`src/design/otx_pkg.sv`:
```
// ----------------------------------------------------------------------------
// otx_pkg - shared definitions for the OOK repetition packet transmitter
// Widths, register indexes, phase codes, config and result structs, and the
// tick limit saturation function.
// ----------------------------------------------------------------------------
package otx_pkg;

   // width of the tick counter
   localparam int TICK_WIDTH = 24;

   // configuration field widths
   localparam int CFG_TICK_W  = 24;
   localparam int CFG_WORD_W  = 16;
   localparam int CFG_PAY_W   = 32;
   localparam int CFG_REP_W   = 4;
   localparam int CSR_DATA_W  = 32;
   localparam int CSR_INDEX_W = 3;

   // width wide enough to compare a config tick count against the cap
   localparam int TICK_CMP_W = (TICK_WIDTH > CFG_TICK_W) ? TICK_WIDTH : CFG_TICK_W;
   localparam logic [TICK_CMP_W-1:0] TICK_CAP = TICK_CMP_W'({TICK_WIDTH{1'b1}});

   // register indexes
   localparam logic [CSR_INDEX_W-1:0] REG_PREAMBLE = 3'd0;
   localparam logic [CSR_INDEX_W-1:0] REG_SYNC     = 3'd1;
   localparam logic [CSR_INDEX_W-1:0] REG_PAYLOAD  = 3'd2;
   localparam logic [CSR_INDEX_W-1:0] REG_CHIP     = 3'd3;
   localparam logic [CSR_INDEX_W-1:0] REG_REPEAT   = 3'd4;
   localparam logic [CSR_INDEX_W-1:0] REG_GAP      = 3'd5;

   // register reset values
   localparam logic [CFG_WORD_W-1:0] PREAMBLE_RESET = 16'hAAAA;
   localparam logic [CFG_WORD_W-1:0] SYNC_RESET     = 16'hD391;
   localparam logic [CFG_PAY_W-1:0]  PAYLOAD_RESET  = 32'h4F50_454E;
   localparam logic [CFG_TICK_W-1:0] CHIP_RESET     = 24'd50000;
   localparam logic [CFG_REP_W-1:0]  REPEAT_RESET   = 4'd3;
   localparam logic [CFG_TICK_W-1:0] GAP_RESET      = 24'd200000;

   typedef enum logic [1:0] {
      PHASE_PREAMBLE = 2'd0,
      PHASE_SYNC     = 2'd1,
      PHASE_PAYLOAD  = 2'd2,
      PHASE_GAP      = 2'd3
   } phase_type;

   typedef struct packed {
      logic [CFG_WORD_W-1:0] preamble_word;
      logic [CFG_WORD_W-1:0] sync_word;
      logic [CFG_PAY_W-1:0]  payload_word;
      logic [CFG_TICK_W-1:0] chip_ticks;
      logic [CFG_REP_W-1:0]  repeat_chips;
      logic [CFG_TICK_W-1:0] gap_ticks;
   } cfg_type;

   typedef struct packed {
      logic      carrier_on;
      logic      frame_done;
      logic      frame_toggle;
      phase_type phase;
   } result_type;

   // saturate a configured tick count to what the counter can hold
   function automatic logic [TICK_WIDTH-1:0] tick_limit(input logic [CFG_TICK_W-1:0] value);
      logic [TICK_CMP_W-1:0] wide;
      wide = TICK_CMP_W'(value);
      if (wide > TICK_CAP) begin
         wide = TICK_CAP;
      end
      return TICK_WIDTH'(wide);
   endfunction

endpackage

```
`src/design/otx_if.sv`:
```
// ----------------------------------------------------------------------------
// otx_if - request and response channels of the transmitter
// Valid/ready channels; a beat moves when valid and ready are both high.
// ----------------------------------------------------------------------------
interface otx_req_if;
   logic valid;
   logic ready;
   logic enable;

   modport source (output valid, output enable, input ready);
   modport sink   (input valid, input enable, output ready);
endinterface

interface otx_rsp_if;
   logic              valid;
   logic              ready;
   logic              carrier_on;
   logic              frame_done;
   logic              frame_toggle;
   otx_pkg::phase_type phase;

   modport source (output valid, output carrier_on, output frame_done,
                   output frame_toggle, output phase, input ready);
   modport sink   (input valid, input carrier_on, input frame_done,
                   input frame_toggle, input phase, output ready);
endinterface

```
`src/design/otx_sequencer.sv`:
```
// ----------------------------------------------------------------------------
// otx_sequencer - frame position counters and per-tick result
// Holds byte, bit, chip and tick positions, the gap flag and the toggle bit;
// advances them a tick per accepted beat; enable low returns to frame start.
// ----------------------------------------------------------------------------
module otx_sequencer (
   input  logic                 clock,
   input  logic                 reset,
   input  logic                 step,
   input  logic                 enable,
   input  otx_pkg::cfg_type     cfg,
   output otx_pkg::result_type  result
);

   logic [2:0]                     byte_ff, byte_in;
   logic [2:0]                     bit_ff, bit_in;
   logic [otx_pkg::CFG_REP_W-1:0]  chip_ff, chip_in;
   logic [otx_pkg::TICK_WIDTH-1:0] tick_ff, tick_in;
   logic                           gap_ff, gap_in;
   logic                           toggle_ff, toggle_in;

   logic [otx_pkg::TICK_WIDTH-1:0] gap_lim;
   logic [otx_pkg::TICK_WIDTH-1:0] chip_lim;
   logic [otx_pkg::CFG_REP_W-1:0]  rep_lim;
   logic [otx_pkg::TICK_WIDTH:0]   tick_sum;
   logic [otx_pkg::CFG_REP_W:0]    chip_sum;
   logic [63:0]                    frame;

   // limits with zero chip ticks and zero repeats read as one
   always_comb begin
      gap_lim  = otx_pkg::tick_limit(cfg.gap_ticks);
      chip_lim = otx_pkg::tick_limit(cfg.chip_ticks);
      if (chip_lim == '0) begin
         chip_lim = otx_pkg::TICK_WIDTH'(1);
      end
      rep_lim = cfg.repeat_chips;
      if (rep_lim == '0) begin
         rep_lim = otx_pkg::CFG_REP_W'(1);
      end
   end

   assign tick_sum = {1'b0, tick_ff} + (otx_pkg::TICK_WIDTH + 1)'(1);
   assign chip_sum = {1'b0, chip_ff} + (otx_pkg::CFG_REP_W + 1)'(1);
   assign frame    = {cfg.preamble_word, cfg.sync_word, cfg.payload_word};

   // next position and this tick's result
   always_comb begin
      byte_in   = byte_ff;
      bit_in    = bit_ff;
      chip_in   = chip_ff;
      tick_in   = tick_ff;
      gap_in    = gap_ff;
      toggle_in = toggle_ff;
      result.carrier_on = 1'b0;
      result.frame_done = 1'b0;
      result.phase      = otx_pkg::PHASE_PREAMBLE;

      if (!enable) begin
         // drop back to the frame start, carrier off
         byte_in = '0;
         bit_in  = '0;
         chip_in = '0;
         tick_in = '0;
         gap_in  = 1'b0;
      end else if (gap_ff) begin
         result.phase = otx_pkg::PHASE_GAP;
         tick_in = tick_sum[otx_pkg::TICK_WIDTH-1:0];
         if (tick_sum >= {1'b0, gap_lim}) begin
            tick_in = '0;
            gap_in  = 1'b0;
         end
      end else begin
         // MSB first: bit index 63 - (byte * 8 + bit) is the complement
         result.carrier_on = frame[~{byte_ff, bit_ff}];
         if (byte_ff < 3'd2) begin
            result.phase = otx_pkg::PHASE_PREAMBLE;
         end else if (byte_ff < 3'd4) begin
            result.phase = otx_pkg::PHASE_SYNC;
         end else begin
            result.phase = otx_pkg::PHASE_PAYLOAD;
         end

         tick_in = tick_sum[otx_pkg::TICK_WIDTH-1:0];
         if (tick_sum >= {1'b0, chip_lim}) begin
            tick_in = '0;
            chip_in = chip_sum[otx_pkg::CFG_REP_W-1:0];
            if (chip_sum >= {1'b0, rep_lim}) begin
               chip_in = '0;
               bit_in  = bit_ff + 3'd1;
               if (bit_ff == 3'd7) begin
                  byte_in = byte_ff + 3'd1;
                  if (byte_ff == 3'd7) begin
                     result.frame_done = 1'b1;
                     toggle_in = ~toggle_ff;
                     gap_in    = (gap_lim != '0);
                  end
               end
            end
         end
      end
      result.frame_toggle = toggle_in;
   end

   // advance on each accepted beat
   always_ff @(posedge clock) begin
      if (reset) begin
         byte_ff   <= '0;
         bit_ff    <= '0;
         chip_ff   <= '0;
         tick_ff   <= '0;
         gap_ff    <= 1'b0;
         toggle_ff <= 1'b0;
      end else if (step) begin
         byte_ff   <= byte_in;
         bit_ff    <= bit_in;
         chip_ff   <= chip_in;
         tick_ff   <= tick_in;
         gap_ff    <= gap_in;
         toggle_ff <= toggle_in;
      end
   end

endmodule

```
`src/design/ook_repetition_packet_transmitter.sv`:
```
// ----------------------------------------------------------------------------
// ook_repetition_packet_transmitter - OOK repetition-coded frame source
// One request beat is one tick; each tick yields one response beat with the
// carrier enable, frame end pulse, frame toggle and frame phase.
// ----------------------------------------------------------------------------
//
//   channel  direction  handshake          payload
//   req_ch   in         valid / ready      enable
//   rsp_ch   out        valid / ready      carrier_on, frame_done,
//                                          frame_toggle, phase
//   csr_*    in         write enable only  index (3 bits), data (32 bits)
//
// For each beat, the position counters update in the cycle the request is
// accepted and the result lands in the response register.
// A new request is taken every cycle while the response register is empty
// or being drained, so a stalled sink holds off only the request side.
// Reset is synchronous: counters, toggle and response valid clear, and
// registers return to their default values.
// ----------------------------------------------------------------------------
module ook_repetition_packet_transmitter (
   input  logic                                clock,
   input  logic                                reset,
   otx_req_if.sink                             req_ch,
   otx_rsp_if.source                           rsp_ch,
   input  logic                                csr_write_enable,
   input  logic [otx_pkg::CSR_INDEX_W-1:0]     csr_index,
   input  logic [otx_pkg::CSR_DATA_W-1:0]      csr_write_data
);

   otx_pkg::cfg_type    cfg_ff;
   otx_pkg::result_type next_result;
   otx_pkg::result_type result_ff;
   logic                rsp_valid_ff, rsp_valid_in;
   logic                accept;

   // register writes
   always_ff @(posedge clock) begin
      if (reset) begin
         cfg_ff.preamble_word <= otx_pkg::PREAMBLE_RESET;
         cfg_ff.sync_word     <= otx_pkg::SYNC_RESET;
         cfg_ff.payload_word  <= otx_pkg::PAYLOAD_RESET;
         cfg_ff.chip_ticks    <= otx_pkg::CHIP_RESET;
         cfg_ff.repeat_chips  <= otx_pkg::REPEAT_RESET;
         cfg_ff.gap_ticks     <= otx_pkg::GAP_RESET;
      end else if (csr_write_enable) begin
         case (csr_index)
            otx_pkg::REG_PREAMBLE: begin
               cfg_ff.preamble_word <= csr_write_data[otx_pkg::CFG_WORD_W-1:0];
            end
            otx_pkg::REG_SYNC: begin
               cfg_ff.sync_word <= csr_write_data[otx_pkg::CFG_WORD_W-1:0];
            end
            otx_pkg::REG_PAYLOAD: begin
               cfg_ff.payload_word <= csr_write_data[otx_pkg::CFG_PAY_W-1:0];
            end
            otx_pkg::REG_CHIP: begin
               cfg_ff.chip_ticks <= csr_write_data[otx_pkg::CFG_TICK_W-1:0];
            end
            otx_pkg::REG_REPEAT: begin
               cfg_ff.repeat_chips <= csr_write_data[otx_pkg::CFG_REP_W-1:0];
            end
            otx_pkg::REG_GAP: begin
               cfg_ff.gap_ticks <= csr_write_data[otx_pkg::CFG_TICK_W-1:0];
            end
            default: begin
            end
         endcase
      end
   end

   // take a beat whenever the response register is free or draining
   assign req_ch.ready = !rsp_valid_ff || rsp_ch.ready;
   assign accept       = req_ch.valid && req_ch.ready;

   otx_sequencer u_sequencer (
      .clock  (clock),
      .reset  (reset),
      .step   (accept),
      .enable (req_ch.enable),
      .cfg    (cfg_ff),
      .result (next_result)
   );

   // hold the response until the sink takes it
   assign rsp_valid_in = accept || (rsp_valid_ff && !rsp_ch.ready);

   always_ff @(posedge clock) begin
      if (reset) begin
         rsp_valid_ff <= 1'b0;
      end else begin
         rsp_valid_ff <= rsp_valid_in;
      end
   end

   always_ff @(posedge clock) begin
      if (accept) begin
         result_ff <= next_result;
      end
   end

   assign rsp_ch.valid        = rsp_valid_ff;
   assign rsp_ch.carrier_on   = result_ff.carrier_on;
   assign rsp_ch.frame_done   = result_ff.frame_done;
   assign rsp_ch.frame_toggle = result_ff.frame_toggle;
   assign rsp_ch.phase        = result_ff.phase;

   // an accepted beat always shows up as a response next cycle
   assert property (@(posedge clock) disable iff (reset)
      accept |=> rsp_ch.valid)
      else $error("accepted beat produced no response");

   // an empty response register never blocks the request side
   assert property (@(posedge clock) disable iff (reset)
      !rsp_valid_ff |-> req_ch.ready)
      else $error("request stalled with empty response register");

   // frame end only comes out of the last payload chip
   assert property (@(posedge clock) disable iff (reset)
      (rsp_ch.valid && rsp_ch.frame_done) |->
         (rsp_ch.phase == otx_pkg::PHASE_PAYLOAD))
      else $error("frame end outside payload phase");

   // a disabled tick gives carrier off at frame start
   assert property (@(posedge clock) disable iff (reset)
      (accept && !req_ch.enable) |=>
         (!rsp_ch.carrier_on && !rsp_ch.frame_done &&
          rsp_ch.phase == otx_pkg::PHASE_PREAMBLE))
      else $error("disabled tick did not return to frame start");

endmodule

```
`src/flat_wrapper.sv`:
```
// flat-port wrapper written by rule: the top's interface ports become plain ports
module ook_repetition_packet_transmitter_flat 
  (clock, reset, csr_write_enable, csr_index, csr_write_data, req_ch_valid, req_ch_enable, req_ch_ready, rsp_ch_valid, rsp_ch_carrier_on, rsp_ch_frame_done, rsp_ch_frame_toggle, rsp_ch_phase, rsp_ch_ready);
  otx_req_if req_ch_i ();
  otx_rsp_if rsp_ch_i ();
  input  logic clock;
  input  logic reset;
  input  logic csr_write_enable;
  input  logic [otx_pkg::CSR_INDEX_W-1:0] csr_index;
  input  logic [otx_pkg::CSR_DATA_W-1:0] csr_write_data;
  input wire logic [$bits(req_ch_i.valid)-1:0] req_ch_valid;
  input wire logic [$bits(req_ch_i.enable)-1:0] req_ch_enable;
  output wire logic [$bits(req_ch_i.ready)-1:0] req_ch_ready;
  output wire logic [$bits(rsp_ch_i.valid)-1:0] rsp_ch_valid;
  output wire logic [$bits(rsp_ch_i.carrier_on)-1:0] rsp_ch_carrier_on;
  output wire logic [$bits(rsp_ch_i.frame_done)-1:0] rsp_ch_frame_done;
  output wire logic [$bits(rsp_ch_i.frame_toggle)-1:0] rsp_ch_frame_toggle;
  output wire logic [$bits(rsp_ch_i.phase)-1:0] rsp_ch_phase;
  input wire logic [$bits(rsp_ch_i.ready)-1:0] rsp_ch_ready;
  assign req_ch_i.valid = req_ch_valid;
  assign req_ch_i.enable = req_ch_enable;
  assign req_ch_ready = req_ch_i.ready;
  assign rsp_ch_valid = rsp_ch_i.valid;
  assign rsp_ch_carrier_on = rsp_ch_i.carrier_on;
  assign rsp_ch_frame_done = rsp_ch_i.frame_done;
  assign rsp_ch_frame_toggle = rsp_ch_i.frame_toggle;
  assign rsp_ch_phase = rsp_ch_i.phase;
  assign rsp_ch_i.ready = rsp_ch_ready;
  ook_repetition_packet_transmitter u_core (.clock(clock), .reset(reset), .req_ch(req_ch_i), .rsp_ch(rsp_ch_i), .csr_write_enable(csr_write_enable), .csr_index(csr_index), .csr_write_data(csr_write_data));
endmodule
```
`config.mk`:
```
export PLATFORM = sky130hd
export DESIGN_NAME = ook_repetition_packet_transmitter_flat
export DESIGN_NICKNAME = d
export VERILOG_FILES = /design/src/design/otx_pkg.sv /design/src/design/otx_if.sv /design/src/design/otx_sequencer.sv /design/src/design/ook_repetition_packet_transmitter.sv /design/src/flat_wrapper.sv
export SDC_FILE = /design/constraint.sdc
export NUM_CORES = 1
export LEC_CHECK = 0
export BUFFER_PORTS_ARGS = -buffer_cell sky130_fd_sc_hd__buf_4
export CAP_MARGIN = 20
export CORE_MARGIN = 8
export CORE_UTILIZATION = 65
export DETAILED_ROUTE_END_ITERATION = 12
export GPL_ROUTABILITY_DRIVEN = 0
export PLACE_DENSITY = 0.88
export SYNTH_ARGS = -nofsm -noshare
export SYNTH_HDL_FRONTEND = slang
export SYNTH_SLANG_ARGS = --single-unit
```
`constraint.sdc`:
```
create_clock -name clock -period 8.9 [get_ports clock]
set_clock_uncertainty 0.1 [all_clocks]
set_input_delay 1.78 -clock clock [delete_from_list [all_inputs] [get_ports clock]]
set_output_delay 1.78 -clock clock [all_outputs]
set_load 0.05 [all_outputs]
```
### Word-level counts from Yosys, hierarchy flattened

Index checks and enable logic that the tools add are counted.
Widths: inputs -> output; s select.

| operators by class | value |
|---|---|
| $add $sub $neg | 4 |
| equal/unequal tests | 11 |
| bitwise gates (word level) | 6 |
| multiplexer cells | 40 |
| reductions and logical operators | 21 |
| order comparisons | 8 |

Operators by type and width:

| kind | number |
|---|---|
| $mux 24 | 7 |
| $ge 25x24->1 | 2 |
| $gt 24x24->1 const B | 2 |
| $mux 3 | 9 |
| $add 24x1->25 const B | 1 |
| $logic_not 24->1 | 1 |
| $reduce_bool 24->1 | 1 |
| $mux 4 | 5 |
| $mux 1 | 15 |
| $eq 3x3->1 const B | 4 |
| $reduce_and 2->1 | 6 |
| $lt 6x7->1 const B | 1 |
| $add 3x1->3 const B | 2 |
| $bmux 1 s6 | 1 |
| $eq 3x2->1 const B | 2 |
| $mux 2 | 3 |
| $ne 2x1->1 const B | 3 |
| $not 6->6 | 1 |
| $add 4x1->5 const B | 1 |
| $ge 5x4->1 | 1 |
| $not 1->1 | 5 |
| $reduce_and 5->1 | 1 |
| $reduce_or 5->1 | 1 |
| $logic_not 4->1 | 1 |
| other kinds (11) | 14 |

| word-level totals | value |
|---|---|
| word-level logic and storage cells | 107 |
| register bits after elaboration | 158 |
| bits of input ports | 41 |
| output and inout port bits | 7 |

### Longest topological paths before layout

Gate-level depths: netlist of run 1.

| logic depth | value |
|---|---|
| word-level depth | 9 |
| depth in mapped cells | 15 |
| mapped depth without buffers | 14 |

### Modules after synthesis

From an unflattened synthesis of run 1, not the netlist that was laid out.

| second synthesis, totals | value |
|---|---|
| cell total of the unflattened synthesis | 911 |
| area, all modules | 8,739.6 um2 |

Modules (own cells, without submodules):

| module | area an instance (um2) | instances | cells each | sequential area each (um2) |
|---|---|---|---|---|
| ook_repetition_packet_transmitter | 4,850.9 | 1 | 456 | 2,492.4 |
| otx_sequencer | 3,888.7 | 1 | 455 | 720.7 |

### Worst setup path before layout of run 1

No wires, ideal clock.

| timing path | value |
|---|---|
| path kind | input -> output |
| start | in rsp_ch_ready |
| end | out req_ch_ready |
| data required time | 7.020 ns |
| slack | 4.803 ns |
| arrival | 2.217 ns |
| stages | 1 |
| buffers on the path | 0 |
| cells stage by stage | nand2b_1 |

| on the way | value |
|---|---|
| longest elaborated chain between the ends | 1 |

RTL lines:

| element | line | source |
|---|---|---|
| start, declared | flat_wrapper.sv:19 | `input wire logic [$bits(rsp_ch_i.ready)-1:0] rsp_ch_ready;` |
| $logic_or 1x1->1 | ook_repetition_packet_transmitter.sv:72 | `assign req_ch.ready = !rsp_valid_ff \|\| rsp_ch.ready;` |
| end, declared | flat_wrapper.sv:13 | `output wire logic [$bits(req_ch_i.ready)-1:0] req_ch_ready;` |

No other way between the ends.

### Final worst setup path of run 1

| timing path | value |
|---|---|
| start | reg u_core.u_sequencer.tick_ff[0] (netlist bit) |
| end | reg u_core.u_sequencer.tick_ff[9] (netlist bit) |

| on the way | value |
|---|---|
| longest elaborated chain between the ends | 5 |
| elaborated cells between the ends (all ways) | 7 |
| those cells by class | 1 x add/sub; 2 x order compare; 4 x mux |

RTL lines:

| element | line | source |
|---|---|---|
| start, declared | otx_sequencer.sv:18 | `logic [otx_pkg::TICK_WIDTH-1:0] tick_ff, tick_in;` |
| start signal, assigned | otx_sequencer.sv:117 | `tick_ff <= tick_in;` |
| $add 24x1->25 * | otx_sequencer.sv:42 | `assign tick_sum = {1'b0, tick_ff} + (otx_pkg::TICK_WIDTH + 1)'(1);` |
| $ge 25x24->1, on equally long branches | otx_sequencer.sv:84, otx_sequencer.sv:68 |  |
| $mux 24, on equally long branches | otx_sequencer.sv:84, otx_sequencer.sv:68 |  |
| $mux 24 * | otx_sequencer.sv:65 | `end else if (gap_ff) begin` |
| $mux 24 * | otx_sequencer.sv:58 | `if (!enable) begin` |

Mark *: on every way between the ends. The rest lies on a longest branch, timed or not.
A chain may end at the register's enable or synchronous reset.

==> results of run 1 <==
-- critical path, cell delays in order (launching register included) --
cell and delay (ns):
dfxtp_1 0.49, nand3_1 0.15, or2_2 0.34, nor4_1 0.59, nand2_1 0.16, and2_1 0.21, or2_1 0.25, ha_1 0.21
a21o_1 0.16, a21o_1 0.19, a2111oi_2 0.32, a21oi_2 0.13, nor3_2 0.77, or2_1 0.46, a32o_1 0.23
-- per-stage QoR --
stage | cell area, µm² | total power, mW | setup WS [ns] | cells | hold slack, ns
floorplan | 8270 | 0.815 | 4.80 | 1005 | 0.333
global placement | 8670 | 0.858 | 4.44 | 1178 | 0.339
detailed placement | 8670 | 0.861 | 4.24 | 1178 | 0.347
CTS | 9220 | 1.53 | 4.19 | 1209 | 0.356
global route | 9220 | 1.58 | 3.79 | 1209 | 0.374
finish | 9220 | 1.53 | 4.07 | 1209 | 0.353
-- power breakdown --
group | total (mW) | switching (mW) | internal (mW)
registers | 0.736 | 0.00985 | 0.726
clock network | 0.682 | 0.312 | 0.370
logic | 0.114 | 0.0748 | 0.0391
-- worst max path at each step --
stage | startpoint | to | slack [ns] | cells past startpoint
after CTS | u_core.u_sequencer.tick_ff[0] | u_core.u_sequencer.tick_ff[9] | 4.19 | 14
after global placement | u_core.u_sequencer.tick_ff[0] | u_core.u_sequencer.tick_ff[10] | 4.44 | 14
after floorplan | rsp_ch_ready | req_ch_ready | 4.80 | 1
final | u_core.u_sequencer.tick_ff[0] | u_core.u_sequencer.tick_ff[9] | 4.07 | 14
after detailed placement | u_core.u_sequencer.tick_ff[0] | u_core.u_sequencer.tick_ff[9] | 4.24 | 14
after global routing | u_core.u_sequencer.tick_ff[0] | u_core.u_sequencer.tick_ff[13] | 3.79 | 14
-- logic make-up after synthesis --
| logic type | after synthesis | synth area share |
|---|---|---|
| AOI/OAI and AO/OA | 183 | 0.143 |
| xor gates and xnor gates | 14 | 0.0148 |
| adders and majority gates | 58 | 0.0878 |
| buffers and inverters | 119 | 0.0563 |
| DFF | 158 | 0.389 |
| muxes | 28 | 0.0645 |
| and+or+nand+nor | 445 | 0.245 |
-- routing by layer --
layer  part of all wire  up-vias  routed length [µm]  track usage
met5                  0        -                   0            0
li1                   -     3539                   -            -
met2               0.47      408               10500        0.443
met1               0.41     3538                9150        0.344
met4              0.035        0                 777        0.133
met3              0.082       69                1830       0.0616
-- state kept, by name, summed over array words and instances (netlist names) --
| name | flops |
|---|---|
| u_core.rsp_ch.frame_toggle | 1 |
| u_core.rsp_ch.phase | 2 |
| u_core.u_sequencer.byte_ff | 3 |
| u_core.u_sequencer.toggle_ff | 1 |
| u_core.cfg_ff | 116 |
| u_core.u_sequencer.gap_ff | 1 |
| u_core.rsp_ch.frame_done | 1 |
| u_core.rsp_ch.valid | 1 |
| u_core.u_sequencer.bit_ff | 3 |
| u_core.u_sequencer.tick_ff | 24 |
| u_core.u_sequencer.chip_ff | 4 |
| u_core.rsp_ch.carrier_on | 1 |
-- layout by cell type, fill, tap and decap left out, drive strengths merged, types with 6 or more instances in the layout --
| master | instances |
|---|---|
| dfxtp | 153 |
| o221ai | 12 |
| buf | 53 |
| nand4 | 18 |
| o21ai | 12 |
| inv | 73 |
| a21o | 8 |
| nor2b | 6 |
| mux4 | 20 |
| clkbuf | 19 |
| nand2 | 265 |
| a21oi | 95 |
| mux2i | 6 |
| or2 | 18 |
| a32o | 11 |
| nand3 | 53 |
| and2 | 11 |
| o211ai | 14 |
| xnor2 | 10 |
| nor3 | 7 |
| nor4 | 19 |
| nor2 | 30 |
| ha | 58 |
-- cell type report --
class / count / area, µm² / share of cell area
clock buffer: 19 / 443 / 0.0481
multi-input combinational: 728 / 4590 / 0.498
inverter: 67 / 251 / 0.0273
sequential: 158 / 3210 / 0.349
clock inverter: 12 / 104 / 0.0113
tap: 172 / 215 / 0.0234
timing repair buffer: 53 / 398 / 0.0432
==> metrics.yaml, run 1 <==
floorplan:
  coreArea_um2: 12500
  die_w_um: 129
  initial_core_util: 0.660
  die_area_um2: 16600
  die_h_um: 129
  ioPinCount: 48
  core.rowCount: 41
sta:
  timing.final.crit_share: 0.543
  period_needed_ns: 4.83
  slew_headroom: 0.290
  tns_ns: 0
  drv_slew: 0
  report.final.hold_viol_count: 0
  fmax_ghz: 0.207
  rsz0062_at_grt: "false"
  tightest_slew_ns: 1.07
  final-setup-viol-count: 0
worst_hold_path:
  hold_end: "u_core.cfg_ff[102]"
  min_from: "u_core.cfg_ff[102]"
  worstHoldPathCells: 2
  hold_path_class: "reg2reg"
synthesis:
  yosysTopAreaCell: "dfxtp_1"
  ys.warnings.count: 0
  yosysSeqAreaShare: 0.389
  synth_cell_types: 65
  synth_common_cells: "nand2_1, dfxtp_1, a21oi_1"
  postSynthAreaPerCell_um2: 8.23
  yosysMostFrequentCell: "nand2_1"
  synth_nets: 1104
  synthCells: 1005
  netlist_area_um2: 8270
  yosys.area.top_type_share: 0.371
  synthArstFlopShare: 0
  ys.flop_type: "dfxtp_1"
  synth-edff-count: 5
  ys_seq_elements: 158
  synthTopCellsByArea: "dfxtp_1, nand2_1, ha_1, a21oi_1, mux4_2"
layout:
  nFillCells: 931
  layout.nets: 1124
  utilization: 0.736
  drive_above_1_share: 0.127
  area_growth_pct: 11.5
  diodes: 0
placed_design:
  port_buffers: 47
  hpwlAfterDp_um: 15300
power_and_ir_drop:
  vdd_drop_max_v: 0.000159
  p_leak_nw: 3.79
  power_density_nw_per_um2: 166
clock_network:
  htree_num_levels: 4
  cts-hold-fix-buffers: 0
  postCtsSetupBuffers: 0
  clock_sinks: 158
  clockBufferDepth: 2
  root_buffer: "clkbuf_16"
  clk_latency_ns: 0.44
  cts_resized: 0
  cts_made_buffers: 17
  cts_tree: "built"
  clkTransAtPathRegs_ns: 0.07
routing:
  vias: 7554
  viasPerCell: 6.25
  dr.pass1.iters: 6
  wl_per_cell_um: 18.4
  drt-total-wl_um: 22300
  ant_nets: 0
  drc: 0
  drtIter0Drc: 922
grt:
  grt_overflow_total: 0
  grt_first_pass_wirelength_um: 35800
  grt_max_degree: 75
  grt_pass1_vias: 7192
  grt_use_total: 0.276
  antenna_found_initial: 0
critical_path:
  r2r_slack_ns: 4.07
  startpoint_type: "flip-flop"
  crit_path_end_kind: "flip-flop"
  r2r_end: "u_core.u_sequencer.tick_ff[9]"
  worstSetupPathType: "reg2reg"
  cp.arrival_ns: 5.10
  critPathMaxFanout: 14
  required_ns: 9.17
  reg2reg_from: "u_core.u_sequencer.tick_ff[0]"
  r2r_cells: 14
flow_run:
  drv_cap: 0
outcome:
  outcome: "finished clean"
No activity file was read; power rests on OpenSTA's default activity.
==> inputs of run 2 (changes only) <==
CORE_UTILIZATION = 55   (was 65)
PLACE_DENSITY = 0.8   (was 0.88)
clock period = 4.2 ns   (was 8.9 ns; I/O delays follow)
==> run 2 against run 1 <==
Clock power up 120%. Die area up 16%. Fmax rose by 24%. Non-clock buffer count rose by 14. Wire length fell by 1.8%. Cell area is 2.0% higher. Power up 120%. Largest power group unchanged.
==> metrics.yaml, run 2 (synthesis results as in run 1) <==
sta:
  tns_ns: 0
  timing.final.crit_share: 0.930
  fmax_ghz: 0.256
  rsz0062_at_grt: "false"
  tightest_slew_ns: 1.04
  hold_slack_ns: 0.354
  report.final.hold_viol_count: 0
  final-setup-viol-count: 0
  period_needed_ns: 3.91
  fin_ws_ns: 0.294
  slew_headroom: 0.304
  drv_slew: 0
clock_network:
  htree_num_levels: 4
  clk_latency_ns: 0.44
  clock_sinks: 158
  clockBufferDepth: 2
  cts_tree: "built"
  cts_made_buffers: 17
  cts-hold-fix-buffers: 0
  root_buffer: "clkbuf_16"
  clkTransAtPathRegs_ns: 0.07
power_and_ir_drop:
  p_sw_mw: 0.866
  power.internal_mw: 2.44
  p_leak_nw: 3.89
  comb_power_share: 0.074
  power_density_nw_per_um2: 351
  clockPowerShare: 0.455
  sw_frac_of_total: 0.262
  vdd_drop_max_v: 0.000430
  p_seq_frac: 0.472
critical_path:
  reg2reg_from: "u_core.u_sequencer.tick_ff[2]"
  r2r_end: "u_core.u_sequencer.toggle_ff"
  required_ns: 4.41
  r2r_slack_ns: 0.29
  critPathMaxFanout: 12
  r2r_cells: 14
  startpoint_type: "flip-flop"
  worstSetupPathType: "reg2reg"
  crit_path_end_kind: "flip-flop"
  cp.arrival_ns: 4.12
routing:
  drt-total-wl_um: 21900
  dr.pass1.iters: 6
  viasPerCell: 6.04
  drc: 0
  wl_per_cell_um: 17.6
  ant_nets: 0
  drtIter0Drc: 765
  vias: 7488
floorplan:
  die_w_um: 139
  core.rowCount: 45
  ioPinCount: 48
  die_h_um: 139
  die_area_um2: 19200
  initial_core_util: 0.554
  coreArea_um2: 14900
layout:
  largest_reg_flops: 116
  nFillCells: 1228
  multiInputGateArea_um2: 4610
  diodes: 0
  seqCellArea_um2: 3210
  drive_above_1_share: 0.144
  layout.cells.most_common: "nand2_1"
  regMostFlops: "u_core.cfg_ff"
  area_growth_pct: 13.7
  layout_common_cells: "nand2_1, dfxtp_1, a21oi_1"
  fin_cells: 1240
  layout.nets: 1138
  top_regs: "u_core.cfg_ff x116, u_core.u_sequencer.tick_ff x24, u_core.u_sequencer.chip_ff x4"
  utilization: 0.630
grt:
  grt_max_degree: 83
  grt_first_pass_wirelength_um: 36100
  grt_use_total: 0.229
  antenna_found_initial: 0
  met1_usage: 0.296
  use_met3: 0.0531
  busiest_layer: "met2"
  grt_overflow_total: 0
  use_met2: 0.353
  grt_pass1_vias: 7098
placed_design:
  dp.cells: 1207
  pre_cts_ws_ns: 0.209
  hpwlAfterDp_um: 15600
  port_buffers: 47
outcome:
  outcome: "finished clean"
flow_run:
  drv_cap: 0
worst_hold_path:
  min_from: "u_core.cfg_ff[102]"
  hold_end: "u_core.cfg_ff[102]"
  hold_path_class: "reg2reg"
  worstHoldPathCells: 2
==> run 2: worst max-delay path: stages (launching register included) <==
cell and delay (ns):
dfxtp_1 0.43, nand2_1 0.11, nor4_2 0.34, and3_1 0.26, nand4_1 0.14, and2_1 0.20
or2_2 0.32, ha_1 0.31, nand4_1 0.13, nor4_1 0.31, a211oi_1 0.10, a21oi_2 0.22
or2_4 0.25, and4bb_1 0.23, mux2_1 0.32
==> run 2: timing repair <==
item / 4_1_cts / 5_1_grt
resized for setup: 0 / 4
setup endpoints to repair: 0 / 18
buffers inserted: 0 / 0
==> run 2: power groups by stage <==
stage	registers [mW]	logic, mW	clock network, mW
2_1_floorplan	1.60	0.130	0
3_3_place_gp	1.59	0.232	0
3_5_place_dp	1.59	0.236	0
4_1_cts	1.56	0.239	1.52
5_1_grt	1.56	0.265	1.58
6_report	1.56	0.243	1.50
==> run 2: how the worst max path moves through the flow <==
stage / from / end / depth (start not counted)
global placement: u_core.u_sequencer.tick_ff[2] / u_core.u_sequencer.bit_ff[0] / 14
floorplan: u_core.u_sequencer.tick_ff[0] / u_core.rsp_ch.frame_toggle / 14
detailed placement: u_core.u_sequencer.tick_ff[2] / u_core.u_sequencer.bit_ff[0] / 14
CTS: u_core.u_sequencer.tick_ff[2] / u_core.u_sequencer.tick_ff[17] / 13
global route: u_core.u_sequencer.tick_ff[2] / u_core.u_sequencer.toggle_ff / 14
finish: u_core.u_sequencer.tick_ff[2] / u_core.u_sequencer.toggle_ff / 14
==> run 2: cell type report <==
type                       count  area share
tap                          188      0.0250
multi-input combinational    728       0.490
inverter                      67      0.0267
sequential                   158       0.342
timing repair buffer          67      0.0554
clock inverter                13      0.0129
clock buffer                  19      0.0482
==> run 2: layer usage <==
metal,up-vias,part of all wire
met4,0,0.031
met5,-,0
li1,3569,-
met3,47,0.080
met2,332,0.46
met1,3540,0.43
==> run 2: per-stage QoR <==
stage                     area, µm²  power (mW)
after global placement         8790        1.82
final                          9400        3.30
after detailed placement       8790        1.83
after floorplan                8270        1.73
after global routing           9400        3.41
after CTS                      9360        3.31
==> inputs of run 3 (changes only) <==
CELL_PAD_IN_SITES_DETAIL_PLACEMENT = 1   (was default)
CELL_PAD_IN_SITES_GLOBAL_PLACEMENT = 1   (was default)
CORE_UTILIZATION = 42   (was 55)
CTS_BUF_LIST = sky130_fd_sc_hd__clkbuf_16   (was default)
==> run 3 against run 2 <==
Global-route usage shrank 1.1 points. Fmax shrank 4.4%. Cell count grew 6.4%. Via count shrank 0.40%. Critical endpoint unchanged.
==> metrics.yaml, run 3 (synthesis results as in run 1) <==
grt:
  antenna_found_initial: 1
  grt_pass1_vias: 7744
  grt_overflow_total: 0
  grt_max_degree: 79
  grt_first_pass_wirelength_um: 41600
  grt_use_total: 0.217
layout:
  largest_reg_flops: 116
  regMostFlops: "u_core.cfg_ff"
  nFillCells: 2357
  layout_common_cells: "nand2_1, dfxtp_1, a21oi_1"
  drive_above_1_share: 0.146
  area_growth_pct: 15.6
  top_regs: "u_core.cfg_ff x116, u_core.u_sequencer.tick_ff x24, u_core.u_sequencer.chip_ff x4"
  fin_area_um2: 9560
  layout.cells.most_common: "nand2_1"
  fin_cells: 1319
  layout.nets: 1140
  diodes: 0
critical_path:
  worstSetupPathType: "reg2reg"
  cp.arrival_ns: 4.32
  required_ns: 4.43
  startpoint_type: "flip-flop"
  crit_path_end_kind: "flip-flop"
  r2r_slack_ns: 0.12
  critPathMaxFanout: 8
power_and_ir_drop:
  sw_frac_of_total: 0.275
  p_sw_mw: 0.941
  p_seq_frac: 0.455
  power.internal_mw: 2.49
  clockPowerShare: 0.471
  comb_power_share: 0.074
  vdd_drop_max_v: 0.000271
  power_density_nw_per_um2: 359
  p_leak_nw: 3.91
placed_design:
  pre_cts_ws_ns: 0.155
  port_buffers: 47
  placed_area_um2: 8890
  dp.cells: 1285
  hpwlAfterDp_um: 18300
clock_network:
  cts_tree: "built"
  clkTransAtPathRegs_ns: 0.08
  htree_num_levels: 4
  clockBufferDepth: 2
  cts_made_buffers: 17
  clk_latency_ns: 0.44
  cts-hold-fix-buffers: 0
  clock_sinks: 158
  root_buffer: "clkbuf_16"
floorplan:
  coreArea_um2: 19400
  die_area_um2: 24400
  initial_core_util: 0.426
  die_w_um: 156
  ioPinCount: 48
  die_h_um: 156
  core.rowCount: 51
routing:
  viasPerCell: 5.65
  dr.pass1.iters: 5
  ant_nets: 0
  drtIter0Drc: 470
  vias: 7458
  drt-total-wl_um: 25900
  wl_per_cell_um: 19.6
  drc: 0
sta:
  tns_ns: 0
  period_needed_ns: 4.08
  timing.final.crit_share: 0.973
  tightest_slew_ns: 0.934
  drv_slew: 0
  fin_ws_ns: 0.115
  fmax_ghz: 0.245
  slew_headroom: 0.377
  report.final.hold_viol_count: 0
  final-setup-viol-count: 0
  hold_slack_ns: 0.354
flow_run:
  drv_cap: 0
outcome:
  outcome: "finished clean"
worst_hold_path:
  hold_path_class: "reg2reg"
==> run 3: layout make-up <==
cell class                      instances  area [µm²]  share of cell area
Clock inverter                         15         186              0.0195
Timing Repair Buffer                   69         526              0.0550
Clock buffer                           17         425              0.0445
Multi-Input combinational cell        728        4620               0.484
Inverter                               67         251              0.0263
Tap cell                              265         332              0.0347
Sequential cell                       158        3210               0.336
==> run 3: through the flow <==
stage / util / power, mW
6_report: 0.493 / 3.43
3_5_place_dp: 0.458 / 1.84
5_1_grt: 0.493 / 3.55
4_1_cts: 0.490 / 3.45
2_1_floorplan: - / 1.73
3_3_place_gp: 0.458 / 1.83
==> run 3: power by group through the flow <==
stage                     clock, mW  sequential [mW]  combinational (mW)
after floorplan                   0             1.60               0.130
after CTS                      1.64             1.56               0.250
final                          1.62             1.56               0.253
after detailed placement          0             1.59               0.248
after global routing           1.72             1.56               0.275
after global placement            0             1.59               0.243
==> run 3: what timing repair did <==
item / CTS / global route
resized for setup: 0 / 5
endpoints found under the setup margin: 0 / 21
setup buffers: 0 / 1
==> run 3: final timing paths <==
check                                              startpoint                            to  cells after the start
worst min-delay path                        u_core.cfg_ff[52]             u_core.cfg_ff[52]                      2
worst max-delay path            u_core.u_sequencer.tick_ff[1]  u_core.u_sequencer.toggle_ff                     13
worst max register to register  u_core.u_sequencer.tick_ff[1]  u_core.u_sequencer.toggle_ff                     13
worst min register to register              u_core.cfg_ff[52]             u_core.cfg_ff[52]                      2
==> run 3: routing by layer <==
layer / vias up / global-route usage / share of wire
met1: 3646 / 0.278 / 0.45
met3: 59 / 0.0560 / 0.051
met2: 177 / 0.336 / 0.46
met5: - / 0 / 0.00035
met4: 2 / 0.103 / 0.038
li1: 3574 / - / -
==> run 3: worst max-delay path: stages, from the launching register on <==
cell and delay [ns]:
dfxtp_1 0.38, ha_1 0.25, nand4_2 0.18, nor4_4 0.39
nand2_1 0.12, and2_1 0.19, or2_2 0.31, ha_1 0.33
a21oi_1 0.26, o21ai_0 0.14, o31a_1 0.39, or2_2 0.40
and4bb_1 0.23, mux2_1 0.30
